$ cat src/hw/rtl/rfv_pkg.sv
// Shared types and constants for the row frame validator.
// Used by every module of the block; depends on nothing.

package rfv_pkg;

	localparam int unsigned FRAME_MAX  = 8388608;
	localparam int unsigned ROW_MAX    = 4096;
	localparam int unsigned COL_MAX    = 256;

	localparam int unsigned POS_W      = $clog2(FRAME_MAX + 2);
	localparam int unsigned ROW_W      = $clog2(ROW_MAX + 1);
	localparam int unsigned COL_W      = 9;
	localparam int unsigned BYTE_W     = 8;
	localparam int unsigned WORD_W     = 32;

	localparam logic [WORD_W-1:0] MAGIC         = 32'h3153_5242;
	localparam logic [BYTE_W-1:0] ERR_MARK      = 8'h45;
	localparam int unsigned       HDR_BYTES     = 12;
	localparam int unsigned       HDR_MAGIC_END = 3;
	localparam int unsigned       HDR_COLS_END  = 7;
	localparam int unsigned       HDR_ROWS_END  = 11;
	localparam int unsigned       FIXED_PAYLOAD = 8;

	localparam logic [BYTE_W-1:0] TAG_NULL = 8'd0;
	localparam logic [BYTE_W-1:0] TAG_INT  = 8'd1;
	localparam logic [BYTE_W-1:0] TAG_REAL = 8'd2;
	localparam logic [BYTE_W-1:0] TAG_TEXT = 8'd3;
	localparam logic [BYTE_W-1:0] TAG_BLOB = 8'd4;

	localparam int unsigned PADDR_W = 3;
	localparam logic [PADDR_W-1:0] REG_COLUMN_COUNT = 3'd0;

	typedef enum logic [2:0] {
		ST_OK     = 3'd0,
		ST_LONG   = 3'd1,
		ST_EFRAME = 3'd2,
		ST_HEADER = 3'd3,
		ST_CELL   = 3'd4,
		ST_TRAIL  = 3'd5
	} status_t;

	typedef enum logic [1:0] {
		PH_TAG     = 2'd0,
		PH_LEN     = 2'd1,
		PH_PAYLOAD = 2'd2
	} phase_t;

	// Packed so that status lands in the low bits of the output word.
	typedef struct packed {
		logic [ROW_W-1:0] row_count;
		status_t          status;
	} result_t;

endpackage

$ cat src/hw/rtl/rfv_in_reg.sv
// Input register stage: captures one byte word from the slave stream.
// Depends on rfv_pkg.

module rfv_in_reg (
	input  logic                      clk,
	input  logic                      arst_n,
	input  logic                      s_tvalid,
	output logic                      s_tready,
	input  logic [rfv_pkg::BYTE_W-1:0] s_byte,
	input  logic                      s_tlast,
	input  logic                      advance,
	output logic                      valid_s1,
	output logic [rfv_pkg::BYTE_W-1:0] byte_s1,
	output logic                      last_s1
);

	logic take;

	assign s_tready = !valid_s1 || advance;
	assign take     = s_tvalid && s_tready;

	always_ff @(posedge clk or negedge arst_n) begin
		if (!arst_n) begin
			valid_s1 <= 1'b0;
		end else if (take) begin
			valid_s1 <= 1'b1;
		end else if (advance) begin
			valid_s1 <= 1'b0;
		end
	end

	always_ff @(posedge clk) begin
		if (take) begin
			byte_s1 <= s_byte;
			last_s1 <= s_tlast;
		end
	end

endmodule

$ cat src/hw/rtl/rfv_frame_engine.sv
// Frame state and per-byte checks: header, cell walk, length count, status.
// Depends on rfv_pkg.

module rfv_frame_engine (
	input  logic                       clk,
	input  logic                       arst_n,
	input  logic                       step,
	input  logic [rfv_pkg::BYTE_W-1:0] byte_value,
	input  logic                       last_byte,
	input  logic [rfv_pkg::COL_W-1:0]  col_cnt,
	output logic                       res_valid,
	output rfv_pkg::result_t           res
);

	localparam int unsigned POS_W  = rfv_pkg::POS_W;
	localparam int unsigned ROW_W  = rfv_pkg::ROW_W;
	localparam int unsigned COL_W  = rfv_pkg::COL_W;
	localparam int unsigned WORD_W = rfv_pkg::WORD_W;

	logic [POS_W-1:0]  pos_q, pos_n;
	logic [WORD_W-1:0] hdr_q, hdr_n;
	logic              first_e_q, first_e_n;
	logic [ROW_W-1:0]  rows_q, rows_n;
	logic [ROW_W-1:0]  row_idx_q, row_idx_n;
	logic [COL_W-1:0]  col_idx_q, col_idx_n;
	rfv_pkg::phase_t   phase_q, phase_n;
	logic [WORD_W-1:0] left_q, left_n;
	logic [1:0]        len_idx_q, len_idx_n;
	rfv_pkg::status_t  err_q, err_n;

	logic [WORD_W-1:0] hdr_sh;
	logic [WORD_W-1:0] left_len;
	logic [WORD_W-1:0] left_dec;
	logic [COL_W-1:0]  col_inc;
	logic              cells_done_q;
	logic              cells_done_n;
	logic              finish;

	always_comb begin
		pos_n        = pos_q;
		hdr_n        = hdr_q;
		first_e_n    = first_e_q;
		rows_n       = rows_q;
		row_idx_n    = row_idx_q;
		col_idx_n    = col_idx_q;
		phase_n      = phase_q;
		left_n       = left_q;
		len_idx_n    = len_idx_q;
		err_n        = err_q;
		finish       = 1'b0;
		hdr_sh       = {byte_value, hdr_q[WORD_W-1:rfv_pkg::BYTE_W]};
		left_len     = left_q | (WORD_W'(byte_value) << {len_idx_q, 3'b000});
		left_dec     = left_q - WORD_W'(1);
		col_inc      = col_idx_q + COL_W'(1);
		cells_done_q = (col_cnt == '0) || (row_idx_q >= rows_q);

		if (step) begin
			if (pos_q < POS_W'(rfv_pkg::FRAME_MAX)) begin
				if (pos_q == '0 && byte_value == rfv_pkg::ERR_MARK) begin
					first_e_n = 1'b1;
				end
				if (err_q == rfv_pkg::ST_OK) begin
					if (pos_q < POS_W'(rfv_pkg::HDR_BYTES)) begin
						hdr_n = hdr_sh;
						if (pos_q == POS_W'(rfv_pkg::HDR_MAGIC_END) &&
						    hdr_sh != rfv_pkg::MAGIC) begin
							err_n = rfv_pkg::ST_HEADER;
						end
						if (pos_q == POS_W'(rfv_pkg::HDR_COLS_END) &&
						    hdr_sh != WORD_W'(col_cnt)) begin
							err_n = rfv_pkg::ST_HEADER;
						end
						if (pos_q == POS_W'(rfv_pkg::HDR_ROWS_END)) begin
							if (hdr_sh > WORD_W'(rfv_pkg::ROW_MAX)) begin
								err_n = rfv_pkg::ST_HEADER;
							end else begin
								rows_n = hdr_sh[ROW_W-1:0];
							end
						end
					end else begin
						unique case (phase_q)
							rfv_pkg::PH_TAG: begin
								if (cells_done_q) begin
									err_n = rfv_pkg::ST_TRAIL;
								end else begin
									case (byte_value) inside
										rfv_pkg::TAG_NULL: begin
											finish = 1'b1;
										end
										rfv_pkg::TAG_INT, rfv_pkg::TAG_REAL: begin
											left_n  = WORD_W'(rfv_pkg::FIXED_PAYLOAD);
											phase_n = rfv_pkg::PH_PAYLOAD;
										end
										rfv_pkg::TAG_TEXT, rfv_pkg::TAG_BLOB: begin
											left_n    = '0;
											len_idx_n = '0;
											phase_n   = rfv_pkg::PH_LEN;
										end
										default: begin
											err_n = rfv_pkg::ST_CELL;
										end
									endcase
								end
							end
							rfv_pkg::PH_LEN: begin
								left_n = left_len;
								if (len_idx_q == 2'd3) begin
									len_idx_n = '0;
									if (left_len == '0) begin
										finish = 1'b1;
									end else begin
										phase_n = rfv_pkg::PH_PAYLOAD;
									end
								end else begin
									len_idx_n = len_idx_q + 2'd1;
								end
							end
							rfv_pkg::PH_PAYLOAD: begin
								left_n = left_dec;
								if (left_dec == '0) begin
									finish = 1'b1;
								end
							end
							default: begin
							end
						endcase
						// advance to the next cell, wrapping into the next row
						if (finish) begin
							phase_n = rfv_pkg::PH_TAG;
							if (col_inc >= col_cnt) begin
								col_idx_n = '0;
								row_idx_n = row_idx_q + ROW_W'(1);
							end else begin
								col_idx_n = col_inc;
							end
						end
					end
				end
			end
			// saturate one past the limit
			if (pos_q <= POS_W'(rfv_pkg::FRAME_MAX)) begin
				pos_n = pos_q + POS_W'(1);
			end
		end

		cells_done_n  = (col_cnt == '0) || (row_idx_n >= rows_n);
		res.row_count = '0;
		if (pos_n > POS_W'(rfv_pkg::FRAME_MAX)) begin
			res.status = rfv_pkg::ST_LONG;
		end else if (first_e_n) begin
			res.status = rfv_pkg::ST_EFRAME;
		end else if (err_n != rfv_pkg::ST_OK) begin
			res.status = err_n;
		end else if (pos_n < POS_W'(rfv_pkg::HDR_BYTES)) begin
			res.status = rfv_pkg::ST_HEADER;
		end else if (phase_n != rfv_pkg::PH_TAG || !cells_done_n) begin
			res.status = rfv_pkg::ST_CELL;
		end else begin
			res.status    = rfv_pkg::ST_OK;
			res.row_count = rows_n;
		end

		res_valid = step && last_byte;

		// drop all frame state after the final byte
		if (res_valid) begin
			pos_n     = '0;
			hdr_n     = '0;
			first_e_n = 1'b0;
			rows_n    = '0;
			row_idx_n = '0;
			col_idx_n = '0;
			phase_n   = rfv_pkg::PH_TAG;
			left_n    = '0;
			len_idx_n = '0;
			err_n     = rfv_pkg::ST_OK;
		end
	end

	always_ff @(posedge clk or negedge arst_n) begin
		if (!arst_n) begin
			pos_q     <= '0;
			hdr_q     <= '0;
			first_e_q <= 1'b0;
			rows_q    <= '0;
			row_idx_q <= '0;
			col_idx_q <= '0;
			phase_q   <= rfv_pkg::PH_TAG;
			left_q    <= '0;
			len_idx_q <= '0;
			err_q     <= rfv_pkg::ST_OK;
		end else begin
			pos_q     <= pos_n;
			hdr_q     <= hdr_n;
			first_e_q <= first_e_n;
			rows_q    <= rows_n;
			row_idx_q <= row_idx_n;
			col_idx_q <= col_idx_n;
			phase_q   <= phase_n;
			left_q    <= left_n;
			len_idx_q <= len_idx_n;
			err_q     <= err_n;
		end
	end

endmodule

$ cat src/hw/rtl/rfv_out_reg.sv
// Result register: holds one status word until the master stream takes it.
// Depends on rfv_pkg.

module rfv_out_reg (
	input  logic             clk,
	input  logic             arst_n,
	input  logic             load,
	input  rfv_pkg::result_t res,
	input  logic             m_tready,
	output logic             m_tvalid,
	output rfv_pkg::result_t m_res,
	output logic             free
);

	logic             valid_q;
	rfv_pkg::result_t res_q;

	assign m_tvalid = valid_q;
	assign m_res    = res_q;
	assign free     = !valid_q || m_tready;

	always_ff @(posedge clk or negedge arst_n) begin
		if (!arst_n) begin
			valid_q <= 1'b0;
		end else if (load) begin
			valid_q <= 1'b1;
		end else if (m_tready) begin
			valid_q <= 1'b0;
		end
	end

	always_ff @(posedge clk) begin
		if (load) begin
			res_q <= res;
		end
	end

endmodule

$ cat src/hw/rtl/row_frame_validator_core.sv
// Top level of the row frame validator: stream ports, APB register, stages.
// Depends on rfv_pkg, rfv_in_reg, rfv_frame_engine, rfv_out_reg.

// The block takes one frame byte per word on the slave stream, with tlast on
// the final byte, and sustains one byte per clock unless a final byte is held
// for an unread status word. Each byte passes an input register, then the
// counter and compare updates that also form the status, which is loaded into
// the result register as the final byte leaves the input register; the slave
// side keeps taking bytes while that word waits on the master side, until the
// next final byte reaches the input register. Exactly one status word (status,
// row_count) comes out per frame. The user must write column_count over APB at
// address 0 only while no frame is in progress; the block does not enforce it.

module row_frame_validator_core (
	input  logic                        clk,
	input  logic                        arst_n,
	// APB register port
	input  logic                        psel,
	input  logic                        penable,
	input  logic                        pwrite,
	input  logic [rfv_pkg::PADDR_W-1:0] paddr,
	input  logic [31:0]                 pwdata,
	output logic [31:0]                 prdata,
	output logic                        pready,
	// slave stream
	input  logic                        s_tvalid,
	output logic                        s_tready,
	input  logic [7:0]                  s_tdata,  // [7:0] byte_value
	input  logic                        s_tlast,  // last_byte
	// master stream
	output logic                        m_tvalid,
	input  logic                        m_tready,
	output logic [15:0]                 m_tdata   // [2:0] status, [15:3] row_count
);

	logic [rfv_pkg::COL_W-1:0]  col_cnt_q;
	logic                       valid_s1;
	logic [rfv_pkg::BYTE_W-1:0] byte_s1;
	logic                       last_s1;
	logic                       advance;
	logic                       out_free;
	logic                       res_valid;
	rfv_pkg::result_t           res;
	rfv_pkg::result_t           m_res;

	assign pready = 1'b1;

	always_ff @(posedge clk or negedge arst_n) begin
		if (!arst_n) begin
			col_cnt_q <= rfv_pkg::COL_W'(1);
		end else if (psel && penable && pwrite && pready &&
		             paddr[2] == rfv_pkg::REG_COLUMN_COUNT[2]) begin
			col_cnt_q <= pwdata[rfv_pkg::COL_W-1:0];
		end
	end

	always_comb begin
		prdata = '0;
		if (paddr[2] == rfv_pkg::REG_COLUMN_COUNT[2]) begin
			prdata = 32'(col_cnt_q);
		end
	end

	// hold a final byte while the previous status word is still unread
	assign advance = valid_s1 && (!last_s1 || out_free);

	rfv_in_reg u_in (
		.clk      (clk),
		.arst_n   (arst_n),
		.s_tvalid (s_tvalid),
		.s_tready (s_tready),
		.s_byte   (s_tdata),
		.s_tlast  (s_tlast),
		.advance  (advance),
		.valid_s1 (valid_s1),
		.byte_s1  (byte_s1),
		.last_s1  (last_s1)
	);

	rfv_frame_engine u_engine (
		.clk        (clk),
		.arst_n     (arst_n),
		.step       (advance),
		.byte_value (byte_s1),
		.last_byte  (last_s1),
		.col_cnt    (col_cnt_q),
		.res_valid  (res_valid),
		.res        (res)
	);

	rfv_out_reg u_out (
		.clk      (clk),
		.arst_n   (arst_n),
		.load     (res_valid),
		.res      (res),
		.m_tready (m_tready),
		.m_tvalid (m_tvalid),
		.m_res    (m_res),
		.free     (out_free)
	);

	assign m_tdata = m_res;

endmodule

$ cat config.mk
export PLATFORM = sky130hd
export DESIGN_NAME = row_frame_validator_core
export DESIGN_NICKNAME = d
export VERILOG_FILES = /design/src/hw/rtl/rfv_pkg.sv /design/src/hw/rtl/rfv_in_reg.sv /design/src/hw/rtl/rfv_frame_engine.sv /design/src/hw/rtl/rfv_out_reg.sv /design/src/hw/rtl/row_frame_validator_core.sv
export SDC_FILE = /design/constraint.sdc
export NUM_CORES = 1
export LEC_CHECK = 0
export BUFFER_PORTS_ARGS = -buffer_cell sky130_fd_sc_hd__buf_2
export CAP_MARGIN = 15
export CORE_MARGIN = 2
export CORE_UTILIZATION = 55
export CTS_CLUSTER_DIAMETER = 80
export CTS_CLUSTER_SIZE = 24
export DETAILED_ROUTE_END_ITERATION = 10
export PLACE_DENSITY = 0.72
export SETUP_SLACK_MARGIN = 0.5
export SYNTH_ARGS = -nofsm -noshare
export SYNTH_HDL_FRONTEND = slang
export SYNTH_HIERARCHICAL = 1
export SYNTH_SLANG_ARGS = --single-unit
$ cat constraint.sdc
create_clock -name clk -period 9.16 [get_ports clk]
set_input_delay 0.458 -clock clk [delete_from_list [all_inputs] [get_ports clk]]
set_output_delay 0.458 -clock clk [all_outputs]
set_load 0.01 [all_outputs]
==> run_results.csv, run 1 <==
group,metric,value,unit
clock_tree,numCtsBuffers,17,
sta,relSlewSlack,24.34,%
pwr,cellPowerDensity,165.6,nW/um^2
synthesis,syn-instance-count,1252,
placement,io_buffers,52,
synthesis,ys_seq_area_share,37.17,%
drt,drc,0,
sta,setup_violations,0,
synthesis,async_flop_share,84.28,%
global_routing,grt_pass1_wl,45860,um
sta,grt_setup_unrepaired,"no",
floorplanning,die_h,145.7,um
floorplanning,row_count,51,
floorplanning,io_pins,102,
sta,fin_hold_ws,202.3,ps
global_routing,grtUsageTotal,26.40,%
sta,setup_tns,0,ps
sta,hold_viol,0,
pwr,ir_worst_vdd,0.1292,mV
final_layout,areaGrowthSynthToFinish,8.519,%
clock_tree,root_buffer,"clkbuf_16",
synthesis,yosysWarnings,6,
placement,dp_hpwl,19190,um
global_routing,overflow,0,
drt,wl_per_cell,18.12,um
synthesis,synth.distinct_cells,96,
clock_tree,post_cts_resized,0,
sta,tightest_slew,1129,ps
setup_path,crit_path_cell_trace,"nand2b_4 -> inv_1 -> a21boi_0 -> buf_4 -> nor2b_1 -> nand3b_1 -> nor3_2 -> nand4_1 -> mux2i_1 -> ha_1 -> and4_1 -> a211oi_1 -> nand2_1 -> o21ai_0 -> a41oi_1 -> o311ai_2 -> buf_4 -> nor4b_1",
floorplanning,dieArea,21230,sq um
drt,wl,27920,um
global_routing,antenna_found_initial,0,
floorplanning,core_area,19590,sq um
clock_tree,clkLatencyLatePin,430,ps
final_layout,final_nets,1360,
job,max_cap_viol_count,0,
setup_path,cp.required,9400,ps
setup_path,critPathKind,"reg2reg",
setup_path,path_depth,18,
drt,drt_pass1_iterations,5,
min_path,hold_class,"in2reg",
setup_path,crit_buf_inv,3,
synthesis,synth_edf_count,25,
setup_path,r2r_cells,18,
setup_path,cpMostUsedCell,"buf_4",
clock_tree,htreeDepth,4,
drt,viasPerCell,6.267,
setup_path,r2r_slack,3050,ps
floorplanning,die_w,145.7,um
synthesis,syn-cell-area,11040,sq um
global_routing,grt_max_degree,85,
setup_path,start_kind,"register",
drt,final_antenna_net_count,0,
clock_tree,cts_tree,"built",
sta,max_freq,163.6,MHz
setup_path,cp.arrival,6360,ps
setup_path,cp-end-kind,"register",
synthesis,synth-seq-cells,159,
final_layout,final_common_cell,"dfrtp_1",
pwr,leakage,0.005143,uW
final_layout,drive_gt1_share,13.79,%
final_layout,most-common-layout-cells,"dfrtp_1 (133), nand2_1 (132), nor2_1 (108)",
placement,place_congestion,0.9438,
sta,period_minus_slack,6114,ps
setup_path,max_stage_delay,1010,ps
sta,drv_slew,0,
setup_path,cp_max_fo,19,
final_layout,diodes,0,
sta,period_share,66.74,%
setup_path,crit_family,"simple AND/OR/NAND/NOR gates",
floorplanning,start_util,56.38,%
synthesis,synth.avg_cell_area,8.821,sq um
run_status,status,"complete, no violations",
clock_tree,cts_buffer_depth,2,
clock_tree,cts_sinks,159,
global_routing,grt_pass1_vias,9014,
sta,clock_skew,8.093,ps
min_path,hold_path_depth,1,
drt,via_count,9657,
drt,drt_iter0_markers,765,
setup_path,cp_slowest_cell,"nand4_1",
synthesis,synth_ff_type,"dfrtp_1",
clock_tree,path_clk_slew,70,ps
-- timing repair --
action | 4_1_cts | 5_1_grt
buffers inserted | 0 | 0
hold buffers | 1 | 0
endpoints found under the hold margin | 49 | 0
-- final timing paths --
| kind | from | endpoint |
|---|---|---|
| min in group asynchronous | arst_n | u_engine/row_idx_q[6] |
| worst min register to register | u_engine/left_q[30] | u_engine/left_q[30] |
| worst max-delay path | u_out/m_tvalid | u_out/m_res[2] |
| worst max register to register | u_out/m_tvalid | u_out/m_res[2] |
| worst min-delay path | s_tdata[6] | u_in/byte_s1[6] |
| max in group asynchronous | arst_n | u_engine/left_q[15] |
-- worst register-to-register path, cell delays in order, from the launching register on --
cell      delay (ps)
dfrtp_1          410
nand2b_4          80
inv_1             40
a21boi_0         180
buf_4            200
nor2b_1          320
nand3b_1         160
nor3_2           870
nand4_1         1010
mux2i_1          640
ha_1             320
and4_1           230
a211oi_1         240
nand2_1           70
o21ai_0          290
a41oi_1          200
o311ai_2         140
buf_4            290
nor4b_1          250
-- power breakdown --
group / total, uW / switching (uW) / internal, uW
clock network: 708 / 299 / 409
logic: 375 / 226 / 149
registers: 902 / 108 / 795
-- cell usage after synthesis, drive strengths merged (7+ instances only) --
library cell,instances,share of area [%]
mux2i,22,2.0
o21ai,58,2.6
xor2,25,2.0
and4,8,0.63
o22ai,10,0.57
nor2b,12,0.68
nor4b,11,1.1
and2,9,0.53
dfrtp,133,30
buf,45,2.7
a21o,8,0.54
nor4,52,4.2
edfxtp,25,6.8
ha,46,5.2
nand3,39,1.8
a211oi,7,0.48
or4,8,0.65
a21oi,98,4.5
mux2,11,1.1
nand2b,17,1.1
a22o,8,0.63
xnor2,28,2.2
a31oi,10,0.57
or3,12,0.73
clkbuf,55,1.9
nor2,108,3.7
nand4,33,1.9
and2b,9,0.71
nand2,134,4.6
o31ai,24,1.6
nor3,36,1.9
inv,48,1.6
-- registers in the layout (all words and copies together), names as in the netlist, 3 cells and up --
signal,count
u_engine/err_q,3
u_engine/rows_q,13
u_engine/row_idx_q,13
u_out/m_res,16
u_engine/left_q,32
u_engine/hdr_q,24
u_engine/col_idx_q,9
col_cnt_q,9
u_engine/pos_q,24
u_in/byte_s1,8
-- cell type report --
| type | instances | area (sq um) |
|---|---|---|
| Clock buffer | 19 | 442.9 |
| Clock inverter | 13 | 135.1 |
| Fill cell | 1680 | 7605 |
| Inverter | 49 | 183.9 |
| Multi-Input combinational cell | 966 | 6345 |
| Sequential cell | 159 | 4105 |
| Tap cell | 265 | 331.6 |
| Timing Repair Buffer | 70 | 441.7 |
-- cells by family (layout without fill, tap and decap cells) --
family          after synthesis  count (layout)  synth area share, %
mux                          33              33                3.115
fa+ha+maj                    46              46                5.211
flops                       159             159                37.17
xor+xnor                     53              53                4.203
simple gates                522             522                26.94
other cells                   2              24              0.06800
buf+inv                     149             151                6.265
compound gates              288             288                17.03
-- metal layers --
metal  up-vias  part of all wire (%)  GRT usage [%]
met2       377                    47          42.26
li1       4560                     -              -
met3        37                   7.1          4.890
met5         -                     0              0
met1      4683                    45          36.89
met4         0                   1.2          7.353
-- metrics by stage --
step | area [sq um] | total power [uW] | utilization (%) | setup slack (ps) | instances
3_5_place_dp | 11330 | 1281 | 57.83 | 2924 | 1504
3_3_place_gp | 11330 | 1271 | 57.83 | 3087 | 1504
4_1_cts | 11920 | 1989 | 60.84 | 3111 | 1537
5_1_grt | 11990 | 2090 | 61.18 | 2514 | 1541
6_report | 11990 | 1985 | 61.18 | 3046 | 1541
2_1_floorplan | 11130 | 1164 | - | 4459 | 1274
(Power assumes the default switching activity.)
==> run 2: changes to the inputs <==
--- a/config.mk
+++ b/config.mk
@@ -12,7 +12,7 @@
 export CTS_CLUSTER_DIAMETER = 80
 export CTS_CLUSTER_SIZE = 24
 export DETAILED_ROUTE_END_ITERATION = 10
-export PLACE_DENSITY = 0.72
+export PLACE_DENSITY = 0.75
 export SETUP_SLACK_MARGIN = 0.5
 export SYNTH_ARGS = -nofsm -noshare
 export SYNTH_HDL_FRONTEND = slang
==> constraint.sdc (replaced) <==
create_clock -name clk -period 5.2 [get_ports clk]
set_input_delay 0.26 -clock clk [delete_from_list [all_inputs] [get_ports clk]]
set_output_delay 0.26 -clock clk [all_outputs]
set_load 0.01 [all_outputs]
==> run 2 against run 1 <==
Global-route usage increased by 2.4 points. Clock-buffer cell count shrank 2. Largest cell class unchanged. Clock power up 88%. Total power increased by 83%. Critical endpoint is now u_out/m_res[13]. Routed wire length up 11%. Utilization grew 4.4 points. Register-to-register slack worse by 2700 ps. Via count rose by 5.3%. Sequential power up 76%. Clock skew increased by 1.5 ps.
==> run_results.csv, run 2 (same netlist as run 1, synthesis figures left out) <==
group,metric,value,unit
sta,setup_ws,327.9,ps
final_layout,regMostFlops,"u_engine/left_q",
floorplanning,row_count,51,
pwr,cellPowerDensity,283.2,nW/um^2
final_layout,fill_cells,1576,
min_path,hold_class,"in2reg",
setup_path,cp_max_fo,7,
drt,drt_iter0_markers,927,
final_layout,final_common_cell,"nand2_1",
placement,dp_slack,162.2,ps
clock_tree,cts_buffer_depth,2,
clock_tree,clkLatencyLatePin,430,ps
clock_tree,numCtsBuffers,17,
pwr,ir_worst_vdd,0.3207,mV
final_layout,seqCellArea,4113,sq um
floorplanning,io_pins,102,
clock_tree,path_clk_slew,70,ps
global_routing,overflow,0,
drt,drc,0,
floorplanning,dieArea,21230,sq um
run_status,status,"complete, no violations",
floorplanning,die_w,145.7,um
sta,grt_setup_unrepaired,"yes",
pwr,switching_share,33.54,%
final_layout,top_regs,"u_engine/left_q (32), u_engine/hdr_q (24), u_engine/pos_q (24)",
pwr,comb_power_share,19.9,%
pwr,intPower,2418,uW
sta,tightest_slew,1122,ps
setup_path,cp.required,5450,ps
global_routing,antenna_found_initial,0,
placement,place_congestion,0.9209,
setup_path,cp.arrival,5120,ps
setup_path,critPathKind,"reg2reg",
setup_path,start_kind,"register",
clock_tree,cts_sinks,159,
setup_path,cp-end-kind,"register",
clock_tree,root_buffer,"clkbuf_16",
sta,relSlewSlack,25.17,%
drt,final_antenna_net_count,0,
pwr,netSwitchingPower,1221,uW
sta,period_share,93.69,%
clock_tree,cts_tree,"built",
placement,io_buffers,52,
pwr,clock_power_share,36.5,%
drt,via_count,10170,
final_layout,most-common-layout-cells,"nand2_1 (130), dfrtp_1 (127), nor2_1 (106)",
final_layout,multi_input_area,6711,sq um
floorplanning,core_area,19590,sq um
pwr,p_seq_share,43.6,%
final_layout,areaGrowthSynthToFinish,16.32,%
setup_path,max_stage_delay,460,ps
sta,max_freq,205.2,MHz
placement,dp_hpwl,20140,um
final_layout,largest_reg_flops,32,
floorplanning,start_util,56.38,%
pwr,leakage,0.005564,uW
drt,drt_pass1_iterations,7,
global_routing,grt_pass1_wl,49750,um
sta,period_minus_slack,4872,ps
setup_path,crit_path_cell_trace,"inv_2 -> ha_4 -> nor4b_4 -> buf_4 -> nand4_1 -> nor3_2 -> xnor2_1 -> nand4_1 -> buf_4 -> o32a_4 -> nor4b_4 -> xor2_1 -> ha_1 -> and4_4 -> nand2_2 -> a21oi_2 -> o21ai_2 -> a41oi_2 -> o311ai_4 -> buf_16 -> nor4_2",
sta,clock_skew,9.555,ps
sta,hold_viol,0,
sta,drv_slew,0,
pwr,total_power,3639,uW
final_layout,diodes,0,
global_routing,grt_max_degree,84,
setup_path,cp_slowest_cell,"o32a_4",
sta,setup_violations,0,
clock_tree,htreeDepth,4,
sta,setup_tns,0,ps
final_layout,drive_gt1_share,20.26,%
floorplanning,die_h,145.7,um
drt,viasPerCell,6.384,
drt,wl_per_cell,19.41,um
drt,wl,30920,um
global_routing,grtUsageTotal,28.76,%
job,max_cap_viol_count,0,
final_layout,final_nets,1412,
global_routing,grt_pass1_vias,9512,
-- run 2: cell count changes in the layout (fill, tap and decap cells not counted), moves of 4 or more --
cell / before / now
dfrtp_2: 0 / 6
dfrtp_1: 133 / 127
nor4_1: 34 / 28
dlygate4sd3_1: 1 / 10
nor4_4: 3 / 12
nor3_1: 30 / 26
buf_4: 14 / 52
-- run 2: path summary, 6_finish.rpt --
kind	endpoint	cells after the start	startpoint	slack, ps
setup / recovery	u_out/m_res[13]	21	u_engine/left_q[1]	330
hold / removal	u_in/valid_s1	2	s_tvalid	30
setup reg to reg	u_out/m_res[13]	21	u_engine/left_q[1]	330
hold reg to reg	u_engine/left_q[30]	1	u_engine/left_q[30]	500
max in group asynchronous	u_engine/pos_q[4]	3	arst_n	3530
min in group asynchronous	u_engine/row_idx_q[8]	2	arst_n	460
-- run 2: routing by layer --
layer	up-vias	wire length [um]	track usage [%]
met5	-	0	0
met4	0	1026	10.88
met3	85	2550	6.050
met2	517	14570	45.73
met1	4894	12780	38.80
li1	4673	-	-
-- run 2: critical path, delay by kind of cell (launching register included) --
family,cells,cell delay [ps]
and+or+nand+nor,8,1640
AOI/OAI and AO/OA,5,1140
adders and majority gates,2,470
DFF,1,400
xor gates and xnor gates,2,320
buffers and inverters,4,690
-- run 2: what timing repair did --
action                                  in CTS  in global routing
hold buffers                                10                  0
setup buffers                               18                  5
endpoints found under the setup margin      14                 14
resized for setup                           58                 17
cloned                                       2                  0
pin swaps                                   27                 11
endpoints found under the hold margin       90                  0
-- run 2: final cells by class --
| class | instances | share of cell area [%] |
|---|---|---|
| clock buffer | 17 | 3.311 |
| clock inverter | 15 | 1.529 |
| inverter | 49 | 1.432 |
| multi-input combinational | 967 | 52.24 |
| sequential | 159 | 32.01 |
| tap | 265 | 2.581 |
| timing repair buffer | 121 | 6.895 |
-- run 2: power by group through the flow --
stage	clock, uW	combinational (uW)	sequential, uW
3_3_place_gp	0	660	1600
3_5_place_dp	0	679	1600
4_1_cts	1350	711	1580
6_report	1330	723	1590
5_1_grt	1390	802	1600
2_1_floorplan	0	523	1530
-- run 2: per-stage QoR --
| stage | instances | instance area (sq um) | hold WS, ps | utilization [%] |
|---|---|---|---|---|
| 3_5_place_dp | 1525 | 11500 | 371.4 | 58.70 |
| 6_report | 1593 | 12850 | 33.72 | 65.58 |
| 5_1_grt | 1593 | 12850 | 32.34 | 65.58 |
| 3_3_place_gp | 1525 | 11500 | 375.7 | 58.70 |
| 2_1_floorplan | 1274 | 11130 | -35.59 | - |
| 4_1_cts | 1587 | 12680 | 19.86 | 64.73 |
